[src/design/abkf_pkg.sv]
// ----------------------------------------------------------------------------
// abkf_pkg
// Shared types, constants and helpers of the angle/bias kalman filter.
// ----------------------------------------------------------------------------
`default_nettype none

package abkf_pkg;

   // data formats
   localparam int DATA_W   = 32;          // q16.16 angles, q2.30 covariance
   localparam int CFG_W    = 31;          // unsigned q1.30 registers
   localparam int MUL_W    = 33;          // serial multiplier operand width
   localparam int PROD_W   = 36;          // rounded product width
   localparam int WIDE_W   = 38;          // headroom for sums before saturation
   localparam int DIV_W    = 62;          // |num| * 2^30
   localparam int CSR_ADDR_W = 5;
   localparam int CSR_DATA_W = 32;

   typedef logic signed [WIDE_W-1:0] wide_type;

   // register indexes
   localparam logic [2:0] REG_SAMPLE_PERIOD = 3'd0;
   localparam logic [2:0] REG_ANGLE_NOISE   = 3'd1;
   localparam logic [2:0] REG_BIAS_NOISE    = 3'd2;
   localparam logic [2:0] REG_MEAS_NOISE    = 3'd3;
   localparam logic [2:0] REG_WRAP_MODE     = 3'd4;

   // register reset values
   localparam logic [CFG_W-1:0] RST_SAMPLE_PERIOD = 31'd107374182;
   localparam logic [CFG_W-1:0] RST_ANGLE_NOISE   = 31'd1073742;
   localparam logic [CFG_W-1:0] RST_BIAS_NOISE    = 31'd5368709;
   localparam logic [CFG_W-1:0] RST_MEAS_NOISE    = 31'd536870912;

   // angle constants in q16.16 degrees
   localparam logic signed [DATA_W:0]   DEG_300 = 33'sd19660800;
   localparam logic signed [DATA_W+1:0] DEG_360 = 34'sd23592960;
   localparam logic signed [DATA_W-1:0] DEG_180 = 32'sd11796480;
   localparam logic signed [DATA_W-1:0] ONE_Q30 = 32'sd1073741824;

   localparam wide_type SAT_HI = 38'sd2147483647;
   localparam wide_type SAT_LO = -38'sd2147483648;

   typedef struct packed {
      logic                     start;
      logic signed [MUL_W-1:0]  op_a;
      logic signed [MUL_W-1:0]  op_b;
   } mul_req_type;

   typedef struct packed {
      logic                     done;
      logic signed [PROD_W-1:0] product;
   } mul_rsp_type;

   typedef struct packed {
      logic                     start;
      logic signed [DATA_W-1:0] num;
      logic [DATA_W-1:0]        den;
   } div_req_type;

   typedef struct packed {
      logic                     done;
      logic signed [DATA_W-1:0] quotient;
   } div_rsp_type;

   // clamp to the signed 32-bit range
   function automatic logic signed [DATA_W-1:0] sat32(input wide_type v);
      logic signed [DATA_W-1:0] r;
      if (v > SAT_HI) r = 32'sh7fffffff;
      else if (v < SAT_LO) r = 32'sh80000000;
      else r = v[DATA_W-1:0];
      return r;
   endfunction

endpackage

`default_nettype wire

[src/design/abkf_req_if.sv]
// ----------------------------------------------------------------------------
// abkf_req_if
// Input channel: measured angle and gyro rate of one sample.
// ----------------------------------------------------------------------------
`default_nettype none

interface abkf_req_if;
   logic                valid;
   logic                ready;
   logic signed [31:0]  measured_angle;
   logic signed [31:0]  gyro_rate;

   modport source (output valid, measured_angle, gyro_rate, input ready);
   modport sink   (input valid, measured_angle, gyro_rate, output ready);
endinterface

`default_nettype wire

[src/design/abkf_rsp_if.sv]
// ----------------------------------------------------------------------------
// abkf_rsp_if
// Result channel: filtered angle, corrected rate and bias.
// ----------------------------------------------------------------------------
`default_nettype none

interface abkf_rsp_if;
   logic                valid;
   logic                ready;
   logic signed [31:0]  filtered_angle;
   logic signed [31:0]  filtered_rate;
   logic signed [31:0]  rate_bias;

   modport source (output valid, filtered_angle, filtered_rate, rate_bias, input ready);
   modport sink   (input valid, filtered_angle, filtered_rate, rate_bias, output ready);
endinterface

`default_nettype wire

[src/design/abkf_mul.sv]
// ----------------------------------------------------------------------------
// abkf_mul
// Bit-serial signed multiplier, one multiplier bit per cycle, with the
// q2.30 round to nearest (ties up) applied to the finished product.
// ----------------------------------------------------------------------------
`default_nettype none

module abkf_mul (
   input  wire logic                  clock,
   input  wire logic                  reset,
   input  wire abkf_pkg::mul_req_type mul_req,
   output abkf_pkg::mul_rsp_type      mul_rsp
);

   localparam int W   = abkf_pkg::MUL_W;
   localparam int ACC = 2 * W + 1;
   localparam logic [5:0] LAST = 6'(W - 1);

   logic signed [W-1:0] a_ff, a_in;
   logic [ACC-1:0]      acc_ff, acc_in;
   logic [5:0]          cnt_ff, cnt_in;
   logic                run_ff, run_in;
   logic                done_ff, done_in;
   logic signed [W:0]   addend;
   logic signed [W:0]   upper;

   // shift-add step, sign bit of the multiplier weighs negative
   always_comb begin
      a_in    = a_ff;
      acc_in  = acc_ff;
      cnt_in  = cnt_ff;
      run_in  = run_ff;
      done_in = 1'b0;
      addend  = '0;
      if (acc_ff[0]) begin
         addend = (cnt_ff == LAST) ? -(34'(a_ff)) : 34'(a_ff);
      end
      upper = $signed(acc_ff[ACC-1:W]) + addend;
      if (mul_req.start) begin
         a_in   = mul_req.op_a;
         acc_in = {{(W+1){1'b0}}, mul_req.op_b};
         cnt_in = '0;
         run_in = 1'b1;
      end else if (run_ff) begin
         acc_in = {upper[W], upper, acc_ff[W-1:1]};
         cnt_in = cnt_ff + 6'd1;
         if (cnt_ff == LAST) begin
            run_in  = 1'b0;
            done_in = 1'b1;
         end
      end
   end

   always_ff @(posedge clock) begin
      if (reset) begin
         run_ff  <= 1'b0;
         done_ff <= 1'b0;
         cnt_ff  <= '0;
      end else begin
         run_ff  <= run_in;
         done_ff <= done_in;
         cnt_ff  <= cnt_in;
      end
      a_ff   <= a_in;
      acc_ff <= acc_in;
   end

   // floor(p / 2^30) plus the half bit gives round half up
   assign mul_rsp.done    = done_ff;
   assign mul_rsp.product = $signed(acc_ff[65:30]) + $signed({35'b0, acc_ff[29]});

endmodule

`default_nettype wire

[src/design/abkf_div.sv]
// ----------------------------------------------------------------------------
// abkf_div
// Restoring divider for the gains: num * 2^30 / den, one quotient bit per
// cycle, truncated toward zero and saturated to 32 bits.
// ----------------------------------------------------------------------------
`default_nettype none

module abkf_div (
   input  wire logic                  clock,
   input  wire logic                  reset,
   input  wire abkf_pkg::div_req_type div_req,
   output abkf_pkg::div_rsp_type      div_rsp
);

   localparam int N = abkf_pkg::DIV_W;
   localparam int D = abkf_pkg::DATA_W;
   localparam logic [5:0] LAST = 6'(N - 1);

   logic [N-1:0] dvd_ff, dvd_in;
   logic [D-1:0] rem_ff, rem_in;
   logic [D-1:0] den_ff, den_in;
   logic         neg_ff, neg_in;
   logic [5:0]   cnt_ff, cnt_in;
   logic         run_ff, run_in;
   logic         done_ff, done_in;
   logic [D:0]   rem2;
   logic         ge;
   logic [D-1:0] mag;
   logic         big;

   // one restoring step per cycle, quotient bits shift in from the right
   always_comb begin
      dvd_in  = dvd_ff;
      rem_in  = rem_ff;
      den_in  = den_ff;
      neg_in  = neg_ff;
      cnt_in  = cnt_ff;
      run_in  = run_ff;
      done_in = 1'b0;
      rem2    = {rem_ff, dvd_ff[N-1]};
      ge      = rem2 >= {1'b0, den_ff};
      mag     = div_req.num[D-1] ? D'(-div_req.num) : D'(div_req.num);
      if (div_req.start) begin
         dvd_in = {mag, {(N-D){1'b0}}};
         rem_in = '0;
         den_in = div_req.den;
         neg_in = div_req.num[D-1];
         cnt_in = '0;
         run_in = 1'b1;
      end else if (run_ff) begin
         rem_in = ge ? D'(rem2 - {1'b0, den_ff}) : rem2[D-1:0];
         dvd_in = {dvd_ff[N-2:0], ge};
         cnt_in = cnt_ff + 6'd1;
         if (cnt_ff == LAST) begin
            run_in  = 1'b0;
            done_in = 1'b1;
         end
      end
   end

   always_ff @(posedge clock) begin
      if (reset) begin
         run_ff  <= 1'b0;
         done_ff <= 1'b0;
         cnt_ff  <= '0;
      end else begin
         run_ff  <= run_in;
         done_ff <= done_in;
         cnt_ff  <= cnt_in;
      end
      dvd_ff <= dvd_in;
      rem_ff <= rem_in;
      den_ff <= den_in;
      neg_ff <= neg_in;
   end

   // sign and saturation of the quotient
   always_comb begin
      big = |dvd_ff[N-1:D-1];
      if (neg_ff) begin
         div_rsp.quotient = big ? 32'sh80000000 : -$signed(dvd_ff[D-1:0]);
      end else begin
         div_rsp.quotient = big ? 32'sh7fffffff : $signed(dvd_ff[D-1:0]);
      end
      div_rsp.done = done_ff;
   end

endmodule

`default_nettype wire

[src/design/angle_bias_kalman_filter.sv]
// ----------------------------------------------------------------------------
// angle_bias_kalman_filter
// One axis of a two-state attitude filter tracking angle and gyro bias.
//
// Use: samples (measured_angle, gyro_rate, q16.16) come in on req_chan with
// valid/ready; one result (filtered_angle, filtered_rate, rate_bias) leaves
// on rsp_chan per sample. Registers sit on the apb port csr_*, byte
// address 4*index, and the user must see that they are written only while
// no sample is in flight; the block itself does not enforce this.
// One sample at a time: each takes ten passes through the bit-serial
// multiplier and, when the gain denominator is positive, two passes
// through the restoring gain divider, between accept and output.
// The result register frees the input: a new sample is taken while the last
// result still waits; its result is held back until the old one is taken.
// Reset: synchronous; registers go to their defaults, estimates to zero,
// the variances to one and no result is pending. A stalled receiver simply
// holds the result and, once the next sample is done, the filter.
// ----------------------------------------------------------------------------
`default_nettype none

module angle_bias_kalman_filter (
   input  wire logic                              clock,
   input  wire logic                              reset,
   abkf_req_if.sink                               req_chan,
   abkf_rsp_if.source                             rsp_chan,
   input  wire logic                              csr_psel,
   input  wire logic                              csr_penable,
   input  wire logic                              csr_pwrite,
   input  wire logic [abkf_pkg::CSR_ADDR_W-1:0]   csr_paddr,
   input  wire logic [abkf_pkg::CSR_DATA_W-1:0]   csr_pwdata,
   output logic      [abkf_pkg::CSR_DATA_W-1:0]   csr_prdata,
   output logic                                   csr_pready
);

   localparam int D = abkf_pkg::DATA_W;

   typedef enum logic [4:0] {
      ST_IDLE  = 5'b00001,
      ST_ISSUE = 5'b00010,
      ST_MUL   = 5'b00100,
      ST_DIV   = 5'b01000,
      ST_OUT   = 5'b10000
   } state_type;

   // multiplier pass sequence
   localparam logic [3:0] OP_ANG_PRED = 4'd0;
   localparam logic [3:0] OP_PAA_PRED = 4'd1;
   localparam logic [3:0] OP_CROSS_PRED = 4'd2;
   localparam logic [3:0] OP_PBB_PRED = 4'd3;
   localparam logic [3:0] OP_PBA_CORR = 4'd4;
   localparam logic [3:0] OP_PAA_CORR = 4'd5;
   localparam logic [3:0] OP_PBB_CORR = 4'd6;
   localparam logic [3:0] OP_PAB_CORR = 4'd7;
   localparam logic [3:0] OP_ANG_CORR = 4'd8;
   localparam logic [3:0] OP_BIAS_CORR = 4'd9;

   state_type state_ff, state_in;
   logic [3:0] op_ff, op_in;
   logic       div_sel_ff, div_sel_in;

   logic [abkf_pkg::CFG_W-1:0] period_ff, angle_noise_ff, bias_noise_ff, meas_noise_ff;
   logic                       wrap_ff;

   logic signed [D-1:0] ang_ff, ang_in, bias_ff, bias_in;
   logic signed [D-1:0] paa_ff, paa_in, pab_ff, pab_in, pba_ff, pba_in, pbb_ff, pbb_in;
   logic signed [D+1:0] meas_ff, meas_in;
   logic signed [D-1:0] gyro_ff, gyro_in;
   logic signed [D-1:0] rate_ff, rate_in, deriv_ff, deriv_in, err_ff, err_in;
   logic signed [D-1:0] k0_ff, k0_in, k1_ff, k1_in;
   logic signed [D:0]   den_ff, den_in;

   logic                rsp_valid_ff, rsp_valid_in;
   logic signed [D-1:0] out_ang_ff, out_ang_in, out_rate_ff, out_rate_in;
   logic signed [D-1:0] out_bias_ff, out_bias_in;

   abkf_pkg::mul_req_type mul_req_ff, mul_req_in;
   abkf_pkg::mul_rsp_type mul_rsp;
   abkf_pkg::div_req_type div_req_ff, div_req_in;
   abkf_pkg::div_rsp_type div_rsp;

   logic signed [abkf_pkg::MUL_W-1:0] sel_a, sel_b;
   abkf_pkg::wide_type                prod;
   logic signed [D:0]                 diff;
   logic signed [D:0]                 den_now;
   logic signed [D-1:0]               folded;
   logic                              csr_write;

   abkf_mul u_mul (.clock(clock), .reset(reset), .mul_req(mul_req_ff), .mul_rsp(mul_rsp));
   abkf_div u_div (.clock(clock), .reset(reset), .div_req(div_req_ff), .div_rsp(div_rsp));

   // register port
   assign csr_pready = 1'b1;
   assign csr_write  = csr_psel && csr_penable && csr_pwrite;

   always_ff @(posedge clock) begin
      if (reset) begin
         period_ff      <= abkf_pkg::RST_SAMPLE_PERIOD;
         angle_noise_ff <= abkf_pkg::RST_ANGLE_NOISE;
         bias_noise_ff  <= abkf_pkg::RST_BIAS_NOISE;
         meas_noise_ff  <= abkf_pkg::RST_MEAS_NOISE;
         wrap_ff        <= 1'b0;
      end else if (csr_write) begin
         case (csr_paddr[4:2])
            abkf_pkg::REG_SAMPLE_PERIOD: period_ff      <= csr_pwdata[30:0];
            abkf_pkg::REG_ANGLE_NOISE:   angle_noise_ff <= csr_pwdata[30:0];
            abkf_pkg::REG_BIAS_NOISE:    bias_noise_ff  <= csr_pwdata[30:0];
            abkf_pkg::REG_MEAS_NOISE:    meas_noise_ff  <= csr_pwdata[30:0];
            abkf_pkg::REG_WRAP_MODE:     wrap_ff        <= csr_pwdata[0];
            default: ;
         endcase
      end
   end

   always_comb begin
      case (csr_paddr[4:2])
         abkf_pkg::REG_SAMPLE_PERIOD: csr_prdata = {1'b0, period_ff};
         abkf_pkg::REG_ANGLE_NOISE:   csr_prdata = {1'b0, angle_noise_ff};
         abkf_pkg::REG_BIAS_NOISE:    csr_prdata = {1'b0, bias_noise_ff};
         abkf_pkg::REG_MEAS_NOISE:    csr_prdata = {1'b0, meas_noise_ff};
         abkf_pkg::REG_WRAP_MODE:     csr_prdata = {31'b0, wrap_ff};
         default:                     csr_prdata = '0;
      endcase
   end

   // operands of the current multiplier pass
   always_comb begin
      sel_a = '0;
      sel_b = '0;
      case (op_ff)
         OP_ANG_PRED: begin
            sel_a = 33'(rate_ff);
            sel_b = $signed({2'b0, period_ff});
         end
         OP_PAA_PRED: begin
            sel_a = 33'(deriv_ff);
            sel_b = $signed({2'b0, period_ff});
         end
         OP_CROSS_PRED: begin
            sel_a = -(33'(pbb_ff));
            sel_b = $signed({2'b0, period_ff});
         end
         OP_PBB_PRED: begin
            sel_a = $signed({2'b0, bias_noise_ff});
            sel_b = $signed({2'b0, period_ff});
         end
         OP_PBA_CORR: begin
            sel_a = 33'(k1_ff);
            sel_b = 33'(paa_ff);
         end
         OP_PAA_CORR: begin
            sel_a = 33'(k0_ff);
            sel_b = 33'(paa_ff);
         end
         OP_PBB_CORR: begin
            sel_a = 33'(k1_ff);
            sel_b = 33'(pab_ff);
         end
         OP_PAB_CORR: begin
            sel_a = 33'(k0_ff);
            sel_b = 33'(pab_ff);
         end
         OP_ANG_CORR: begin
            sel_a = 33'(k0_ff);
            sel_b = 33'(err_ff);
         end
         OP_BIAS_CORR: begin
            sel_a = 33'(k1_ff);
            sel_b = 33'(err_ff);
         end
         default: ;
      endcase
   end

   assign prod    = abkf_pkg::wide_type'(mul_rsp.product);
   assign diff    = 33'(req_chan.measured_angle) - 33'(ang_ff);
   assign den_now = $signed({2'b0, meas_noise_ff}) + 33'(paa_ff);

   // heading fold of the corrected angle
   always_comb begin
      folded = ang_ff;
      if (wrap_ff) begin
         if (ang_ff >= abkf_pkg::DEG_180) folded = D'(ang_ff - 32'(abkf_pkg::DEG_360));
         else if (ang_ff < -abkf_pkg::DEG_180) folded = D'(ang_ff + 32'(abkf_pkg::DEG_360));
      end
   end

   // sequencer
   always_comb begin
      state_in    = state_ff;
      op_in       = op_ff;
      div_sel_in  = div_sel_ff;
      ang_in      = ang_ff;
      bias_in     = bias_ff;
      paa_in      = paa_ff;
      pab_in      = pab_ff;
      pba_in      = pba_ff;
      pbb_in      = pbb_ff;
      meas_in     = meas_ff;
      gyro_in     = gyro_ff;
      rate_in     = rate_ff;
      deriv_in    = deriv_ff;
      err_in      = err_ff;
      k0_in       = k0_ff;
      k1_in       = k1_ff;
      den_in      = den_ff;
      out_ang_in  = out_ang_ff;
      out_rate_in = out_rate_ff;
      out_bias_in = out_bias_ff;
      rsp_valid_in = rsp_valid_ff && !rsp_chan.ready;
      mul_req_in  = mul_req_ff;
      mul_req_in.start = 1'b0;
      div_req_in  = div_req_ff;
      div_req_in.start = 1'b0;

      case (state_ff)
         ST_IDLE: begin
            if (req_chan.valid) begin
               // unwrap against the old estimate
               meas_in = 34'(req_chan.measured_angle);
               if (wrap_ff) begin
                  if (diff > abkf_pkg::DEG_300) begin
                     meas_in = 34'(req_chan.measured_angle) - abkf_pkg::DEG_360;
                  end else if (-diff > abkf_pkg::DEG_300) begin
                     meas_in = 34'(req_chan.measured_angle) + abkf_pkg::DEG_360;
                  end
               end
               gyro_in  = req_chan.gyro_rate;
               rate_in  = abkf_pkg::sat32(abkf_pkg::wide_type'(req_chan.gyro_rate)
                                          - abkf_pkg::wide_type'(bias_ff));
               deriv_in = abkf_pkg::sat32($signed({7'b0, angle_noise_ff})
                                          - abkf_pkg::wide_type'(pab_ff)
                                          - abkf_pkg::wide_type'(pba_ff));
               op_in    = OP_ANG_PRED;
               state_in = ST_ISSUE;
            end
         end
         ST_ISSUE: begin
            mul_req_in.start = 1'b1;
            mul_req_in.op_a  = sel_a;
            mul_req_in.op_b  = sel_b;
            state_in = ST_MUL;
         end
         ST_MUL: begin
            if (mul_rsp.done) begin
               op_in    = op_ff + 4'd1;
               state_in = ST_ISSUE;
               case (op_ff)
                  OP_ANG_PRED: ang_in = abkf_pkg::sat32(abkf_pkg::wide_type'(ang_ff) + prod);
                  OP_PAA_PRED: begin
                     paa_in = abkf_pkg::sat32(abkf_pkg::wide_type'(paa_ff) + prod);
                     err_in = abkf_pkg::sat32(abkf_pkg::wide_type'(meas_ff)
                                              - abkf_pkg::wide_type'(ang_ff));
                  end
                  OP_CROSS_PRED: begin
                     pab_in = abkf_pkg::sat32(abkf_pkg::wide_type'(pab_ff) + prod);
                     pba_in = abkf_pkg::sat32(abkf_pkg::wide_type'(pba_ff) + prod);
                  end
                  OP_PBB_PRED: begin
                     pbb_in = abkf_pkg::sat32(abkf_pkg::wide_type'(pbb_ff) + prod);
                     den_in = den_now;
                     if (!den_now[D] && den_now != '0) begin
                        div_req_in.start = 1'b1;
                        div_req_in.num   = paa_ff;
                        div_req_in.den   = den_now[D-1:0];
                        div_sel_in = 1'b0;
                        state_in   = ST_DIV;
                     end else begin
                        k0_in = '0;
                        k1_in = '0;
                     end
                  end
                  OP_PBA_CORR: pba_in = abkf_pkg::sat32(abkf_pkg::wide_type'(pba_ff) - prod);
                  OP_PAA_CORR: paa_in = abkf_pkg::sat32(abkf_pkg::wide_type'(paa_ff) - prod);
                  OP_PBB_CORR: pbb_in = abkf_pkg::sat32(abkf_pkg::wide_type'(pbb_ff) - prod);
                  OP_PAB_CORR: pab_in = abkf_pkg::sat32(abkf_pkg::wide_type'(pab_ff) - prod);
                  OP_ANG_CORR: ang_in = abkf_pkg::sat32(abkf_pkg::wide_type'(ang_ff) + prod);
                  OP_BIAS_CORR: begin
                     bias_in  = abkf_pkg::sat32(abkf_pkg::wide_type'(bias_ff) + prod);
                     state_in = ST_OUT;
                  end
                  default: ;
               endcase
            end
         end
         ST_DIV: begin
            if (div_rsp.done) begin
               if (!div_sel_ff) begin
                  k0_in = div_rsp.quotient;
                  div_req_in.start = 1'b1;
                  div_req_in.num   = pba_ff;
                  div_req_in.den   = den_ff[D-1:0];
                  div_sel_in = 1'b1;
               end else begin
                  k1_in    = div_rsp.quotient;
                  state_in = ST_ISSUE;
               end
            end
         end
         ST_OUT: begin
            // wait for the result register to free up
            if (!rsp_valid_ff || rsp_chan.ready) begin
               ang_in       = folded;
               out_ang_in   = folded;
               out_bias_in  = bias_ff;
               out_rate_in  = abkf_pkg::sat32(abkf_pkg::wide_type'(gyro_ff)
                                              - abkf_pkg::wide_type'(bias_ff));
               rsp_valid_in = 1'b1;
               state_in     = ST_IDLE;
            end
         end
         default: state_in = ST_IDLE;
      endcase
   end

   always_ff @(posedge clock) begin
      if (reset) begin
         state_ff     <= ST_IDLE;
         op_ff        <= OP_ANG_PRED;
         div_sel_ff   <= 1'b0;
         rsp_valid_ff <= 1'b0;
         mul_req_ff   <= '0;
         div_req_ff   <= '0;
         ang_ff       <= '0;
         bias_ff      <= '0;
         paa_ff       <= abkf_pkg::ONE_Q30;
         pab_ff       <= '0;
         pba_ff       <= '0;
         pbb_ff       <= abkf_pkg::ONE_Q30;
      end else begin
         state_ff     <= state_in;
         op_ff        <= op_in;
         div_sel_ff   <= div_sel_in;
         rsp_valid_ff <= rsp_valid_in;
         mul_req_ff   <= mul_req_in;
         div_req_ff   <= div_req_in;
         ang_ff       <= ang_in;
         bias_ff      <= bias_in;
         paa_ff       <= paa_in;
         pab_ff       <= pab_in;
         pba_ff       <= pba_in;
         pbb_ff       <= pbb_in;
      end
      meas_ff     <= meas_in;
      gyro_ff     <= gyro_in;
      rate_ff     <= rate_in;
      deriv_ff    <= deriv_in;
      err_ff      <= err_in;
      k0_ff       <= k0_in;
      k1_ff       <= k1_in;
      den_ff      <= den_in;
      out_ang_ff  <= out_ang_in;
      out_rate_ff <= out_rate_in;
      out_bias_ff <= out_bias_in;
   end

   // channels
   assign req_chan.ready          = (state_ff == ST_IDLE);
   assign rsp_chan.valid          = rsp_valid_ff;
   assign rsp_chan.filtered_angle = out_ang_ff;
   assign rsp_chan.filtered_rate  = out_rate_ff;
   assign rsp_chan.rate_bias      = out_bias_ff;

endmodule

`default_nettype wire

[src/flat_wrapper.sv]
// flat-port wrapper written by rule: the top's interface ports become plain ports
module angle_bias_kalman_filter_flat 
  (clock, reset, csr_psel, csr_penable, csr_pwrite, csr_paddr, csr_pwdata, csr_prdata, csr_pready, req_chan_valid, req_chan_measured_angle, req_chan_gyro_rate, req_chan_ready, rsp_chan_valid, rsp_chan_filtered_angle, rsp_chan_filtered_rate, rsp_chan_rate_bias, rsp_chan_ready);
  abkf_req_if req_chan_i ();
  abkf_rsp_if rsp_chan_i ();
  input  wire logic clock;
  input  wire logic reset;
  input  wire logic csr_psel;
  input  wire logic csr_penable;
  input  wire logic csr_pwrite;
  input  wire logic [abkf_pkg::CSR_ADDR_W-1:0] csr_paddr;
  input  wire logic [abkf_pkg::CSR_DATA_W-1:0] csr_pwdata;
  output logic      [abkf_pkg::CSR_DATA_W-1:0] csr_prdata;
  output logic csr_pready;
  input wire logic [$bits(req_chan_i.valid)-1:0] req_chan_valid;
  input wire logic [$bits(req_chan_i.measured_angle)-1:0] req_chan_measured_angle;
  input wire logic [$bits(req_chan_i.gyro_rate)-1:0] req_chan_gyro_rate;
  output wire logic [$bits(req_chan_i.ready)-1:0] req_chan_ready;
  output wire logic [$bits(rsp_chan_i.valid)-1:0] rsp_chan_valid;
  output wire logic [$bits(rsp_chan_i.filtered_angle)-1:0] rsp_chan_filtered_angle;
  output wire logic [$bits(rsp_chan_i.filtered_rate)-1:0] rsp_chan_filtered_rate;
  output wire logic [$bits(rsp_chan_i.rate_bias)-1:0] rsp_chan_rate_bias;
  input wire logic [$bits(rsp_chan_i.ready)-1:0] rsp_chan_ready;
  assign req_chan_i.valid = req_chan_valid;
  assign req_chan_i.measured_angle = req_chan_measured_angle;
  assign req_chan_i.gyro_rate = req_chan_gyro_rate;
  assign req_chan_ready = req_chan_i.ready;
  assign rsp_chan_valid = rsp_chan_i.valid;
  assign rsp_chan_filtered_angle = rsp_chan_i.filtered_angle;
  assign rsp_chan_filtered_rate = rsp_chan_i.filtered_rate;
  assign rsp_chan_rate_bias = rsp_chan_i.rate_bias;
  assign rsp_chan_i.ready = rsp_chan_ready;
  angle_bias_kalman_filter u_core (.clock(clock), .reset(reset), .req_chan(req_chan_i), .rsp_chan(rsp_chan_i), .csr_psel(csr_psel), .csr_penable(csr_penable), .csr_pwrite(csr_pwrite), .csr_paddr(csr_paddr), .csr_pwdata(csr_pwdata), .csr_prdata(csr_prdata), .csr_pready(csr_pready));
endmodule
[config.mk]
export PLATFORM = sky130hd
export DESIGN_NAME = angle_bias_kalman_filter_flat
export DESIGN_NICKNAME = d
export VERILOG_FILES = /design/src/design/abkf_pkg.sv /design/src/design/abkf_req_if.sv /design/src/design/abkf_rsp_if.sv /design/src/design/abkf_mul.sv /design/src/design/abkf_div.sv /design/src/design/angle_bias_kalman_filter.sv /design/src/flat_wrapper.sv
export SDC_FILE = /design/constraint.sdc
export NUM_CORES = 2
export LEC_CHECK = 0
export BUFFER_PORTS_ARGS = -buffer_cell sky130_fd_sc_hd__buf_2
export CAP_MARGIN = 20
export CORE_AREA = 8 8 391 393
export CTS_CLUSTER_DIAMETER = 120
export DETAILED_ROUTE_END_ITERATION = 6
export DIE_AREA = 0 0 399 401
export PLACE_DENSITY = 0.71
export SYNTH_ARGS = -nofsm -noshare
export SYNTH_HDL_FRONTEND = slang
export SYNTH_HIERARCHICAL = 1
export SYNTH_SLANG_ARGS = --single-unit
[constraint.sdc]
create_clock -name clock -period 10.7 [get_ports clock]
set_input_delay 2.14 -clock clock [delete_from_list [all_inputs] [get_ports clock]]
set_output_delay 2.14 -clock clock [all_outputs]
set_load 0.01 [all_outputs]
==> metrics.md <==
| Metric | Value |
|---|---|
| Status | complete, but fails checks |
| Violated checks | DRC |
| CP Launch Type | flip-flop |
| Req. time, crit path | between 10 and 15 ns |
| FMAX | roughly 120 MHz |
| Post-Syn Area | approximately 80,000 um^2 |
| Hold wc startpoint | u_core/div_req_ff[16] |
| CP Cell Sequence | ha_1 > ha_1 > nand4_1 > nor4_1 > nand3_1 > nor2_1 > xor2_1 > buf_4 > inv_1 > ha_1 > nor4_1 > nand2_1 > o21a_1 > o31ai_1 > o21ai_0 > a221o_1 > a211oi_2 > nor2_2 > buf_4 > o21ai_0 > a22o_1 |
| GRT Overall Usage | between 30% and 40% |
| Dpl hpwl | 245,000 um |
| Slew margin rel. | between 10% and 20% |
| CTS max path bufs | 3 |
| CP max FO | 19 |
| Tightest Hold Check Type | flip-flop to flip-flop |
| RSZ-0062 raised after global routing | no |
| CP endpoint kind | flip-flop |
| Max cap viols | 0 |
| Initial DRC Count | around 9,000 |
| Yosys reg bits | roughly 1,100 |
| Power per cell area | 183 nW/um^2 |
| Mapped Cells | approximately 9,400 |
| Worst EP arrival | 8.99 ns |
| PostCTS Resize Cnt | 0 |
| Sum of buffers and inverters on the critical path | 3 |
| TritonRoute pass-1 iters | 7 |
| Final period utilization | between 70 and 80% |
| Grt ovf | 0 |
| Peak supply drop | roughly 0.19 mV |
| Core area | 147,000 um^2 |
| ANT nets after route | 0 |
| Top FF cell, synth | dfxtp_1 |
| Initial antenna violation count | 24 |
| Sequential area share after synthesis | 32.4% |
| Syn avg cell area | approximately 8.5 um^2 |
| Routed vias/inst | 6.65 |
| Worst Setup SP | u_core/u_mul/acc_ff[29] |
| Port bufs | approximately 230 |
| Slew at the pin closest to its max-slew limit | approximately 1.3 ns |
| Area used by multi-input combinational logic | a little over 50,000 um^2 |
| Fillcell total | between 10,000 and 15,000 |
| Post-synth EDFFs | 484 |
| Largest stage delay on the critical path | approximately 0.91 ns |
| Cell Rows | 141 |
| Final WL | about 320,000 um |
| CP Class | flip-flop to flip-flop |
| Post-synthesis cell type count | between 100 and 150 |
| Clock Sinks | 1,054 |
| Layout area overhead | 9.64% |
| Routed wire per std cell | about 28 um |
| Post-CTS Setup Inserts | 0 |
| IO Pins | around 240 |
| R2r startpoint | u_core/u_mul/acc_ff[29] |
| Layout cells sized above 1 | 8.44% |
| Clock Tree Root | clkbuf_16 |
| CTS Hold Buffers Added | 0 |
| CTS tree | done |
| Crit path time final | about 8.3 ns |
| Die Area | approximately 160,000 um^2 |
| Max Slew Vio Count | 0 |
| Critical-path top delay cell | nor4_1 |
| Total number of vias | 76,600 |
| Largest net degree at the start of global routing | 80 |
| Reg clk slew, reported paths | approximately 0.070 ns |
| Final nets | 10,300 |
| Worst-skew pair later-pin latency | approximately 0.78 ns |
| # DRC | 26 |
| Total power | 16.1 mW |
| Final hold vios | 0 |
| Initial Utilization | between 50 and 60% |
| Setup TNS | 0 ns |
| First-pass GRT wire length | approximately 470,000 um |
| Synth warnings | 6 |
| Family with the most delay on the worst path | simple AND/OR/NAND/NOR gates |
| Setup Skew | 0.0525 ns |
| Vias in the first global route | roughly 70,000 |
| Mapped Nets | 10,200 |
| Die Wd | 399 um |
| Async SR Flop Fraction | 0% |
| TritonCTS buffer count | around 120 |
| Final setup violation count | 0 |
| H-tree depth | 3 |
| Top cell by count, worst path | ha_1 |
| Reg-to-reg slack, setup | approximately 2.4 ns |
| Register area | approximately 26,000 um^2 |
| Die H | around 400 um |
| P_leak | roughly 36 nW |
| Final GP Congestion | 1.03 |
## synthesized netlist by cell type (103+ instances only)
cell type,number,area share [%]
nand3_1,202,1.3
ha_1,639,10
a21oi_1,972,6.1
edfxtp_1,484,18
o21bai_1,108,1.0
nor2_1,699,3.3
nand2_1,852,4.0
xnor2_1,435,4.8
inv_1,481,2.3
dfxtp_1,570,14
nor3_1,168,1.0
a211oi_1,103,0.96
clkbuf_1,396,1.9
a21o_1,273,2.6
a22o_1,105,1.1
o21ai_0,547,3.4
and2_1,118,0.92
xor2_1,228,2.5
## cell type report
type | instances | area share (%)
Antenna cell | 33 | 0.0939
Multi-Input combinational cell | 7392 | 57.7
Timing Repair Buffer | 400 | 2.84
Tap cell | 1930 | 2.75
Clock inverter | 66 | 1.02
Sequential cell | 1054 | 29.5
Clock buffer | 165 | 3.98
Inverter | 487 | 2.08
## per-layer routing
metal | routed length [um] | GRT usage (%) | vias up | part of all wire (%)
li1 | - | - | 35000 | -
met1 | 126000 | 48.6 | 36600 | 39
met2 | 140000 | 58.6 | 4136 | 43
met3 | 31300 | 8.28 | 878 | 9.7
met4 | 26000 | 25.4 | 12 | 8.1
met5 | 78 | 0 | - | 0.024
## cells in the final DEF, fill, tap and decap left out, types with 273 or more instances in the layout
cell type	Yosys	layout
dfxtp_1	570	567
xnor2_1	435	426
nor2_1	699	688
a21oi_1	972	970
edfxtp_1	484	484
a21o_1	273	273
ha_1	639	639
o21ai_0	547	546
nand2_1	852	852
inv_1	481	480
## metrics by stage
stage / util [%] / std cells / hold slack, ns / cell area, um^2 / setup WS [ns]
after detailed placement: 56.8 / 11300 / 0.417 / 83300 / 2.73
after global placement: 56.8 / 11300 / 0.414 / 83300 / 2.86
final: 59.9 / 11500 / 0.427 / 87900 / 2.41
after CTS: 59.7 / 11500 / 0.430 / 87700 / 2.70
after floorplan: - / 9416 / 0.409 / 80200 / 4.30
after global routing: 59.8 / 11500 / 0.437 / 87800 / 2.25
## flip-flops by register name (all words and copies together), names as in the netlist, 33 cells and up
signal	count
u_core/meas_ff	33
u_core/u_mul/acc_ff	66
u_core/u_mul/a_ff	33
u_core/u_div/dvd_ff	62
u_core/div_req_ff	65
u_core/mul_req_ff	66
## final timing paths
path,end,cells past startpoint
setup / recovery,u_core/paa_ff[15],21
hold / removal,u_core/u_div/den_ff[16],0
setup reg to reg,u_core/paa_ff[15],21
hold reg to reg,u_core/u_div/den_ff[16],0
## cells by family (layout without fill, tap and decap cells)
family | count (synthesis) | in the layout | share of synthesized area [%]
xor+xnor | 663 | 663 | 7.24
mux | 107 | 107 | 1.40
fa+ha+maj | 701 | 701 | 11.3
compound gates | 3217 | 3217 | 26.8
simple gates | 2702 | 2702 | 16.1
buf+inv | 970 | 1118 | 4.69
flops | 1054 | 1054 | 32.4
other cells | 2 | 35 | 0.00937
## where the power goes
group	total, mW	switching, mW	internal (mW)
Sequential	4.81	0.233	4.58
Clock	4.58	1.89	2.69
Combinational	6.73	4.63	2.11
Total	16.1	6.75	9.38
## worst reg2reg max path, delay by kind of cell, from the launching register on
kind            cells  cell delay [ns]
xor+xnor            1             0.47
flops               1             0.37
compound gates      7             2.18
fa+ha+maj           3             1.27
simple gates        7             2.88
buf+inv             3             1.07
No activity file was read; power rests on OpenSTA's default activity.
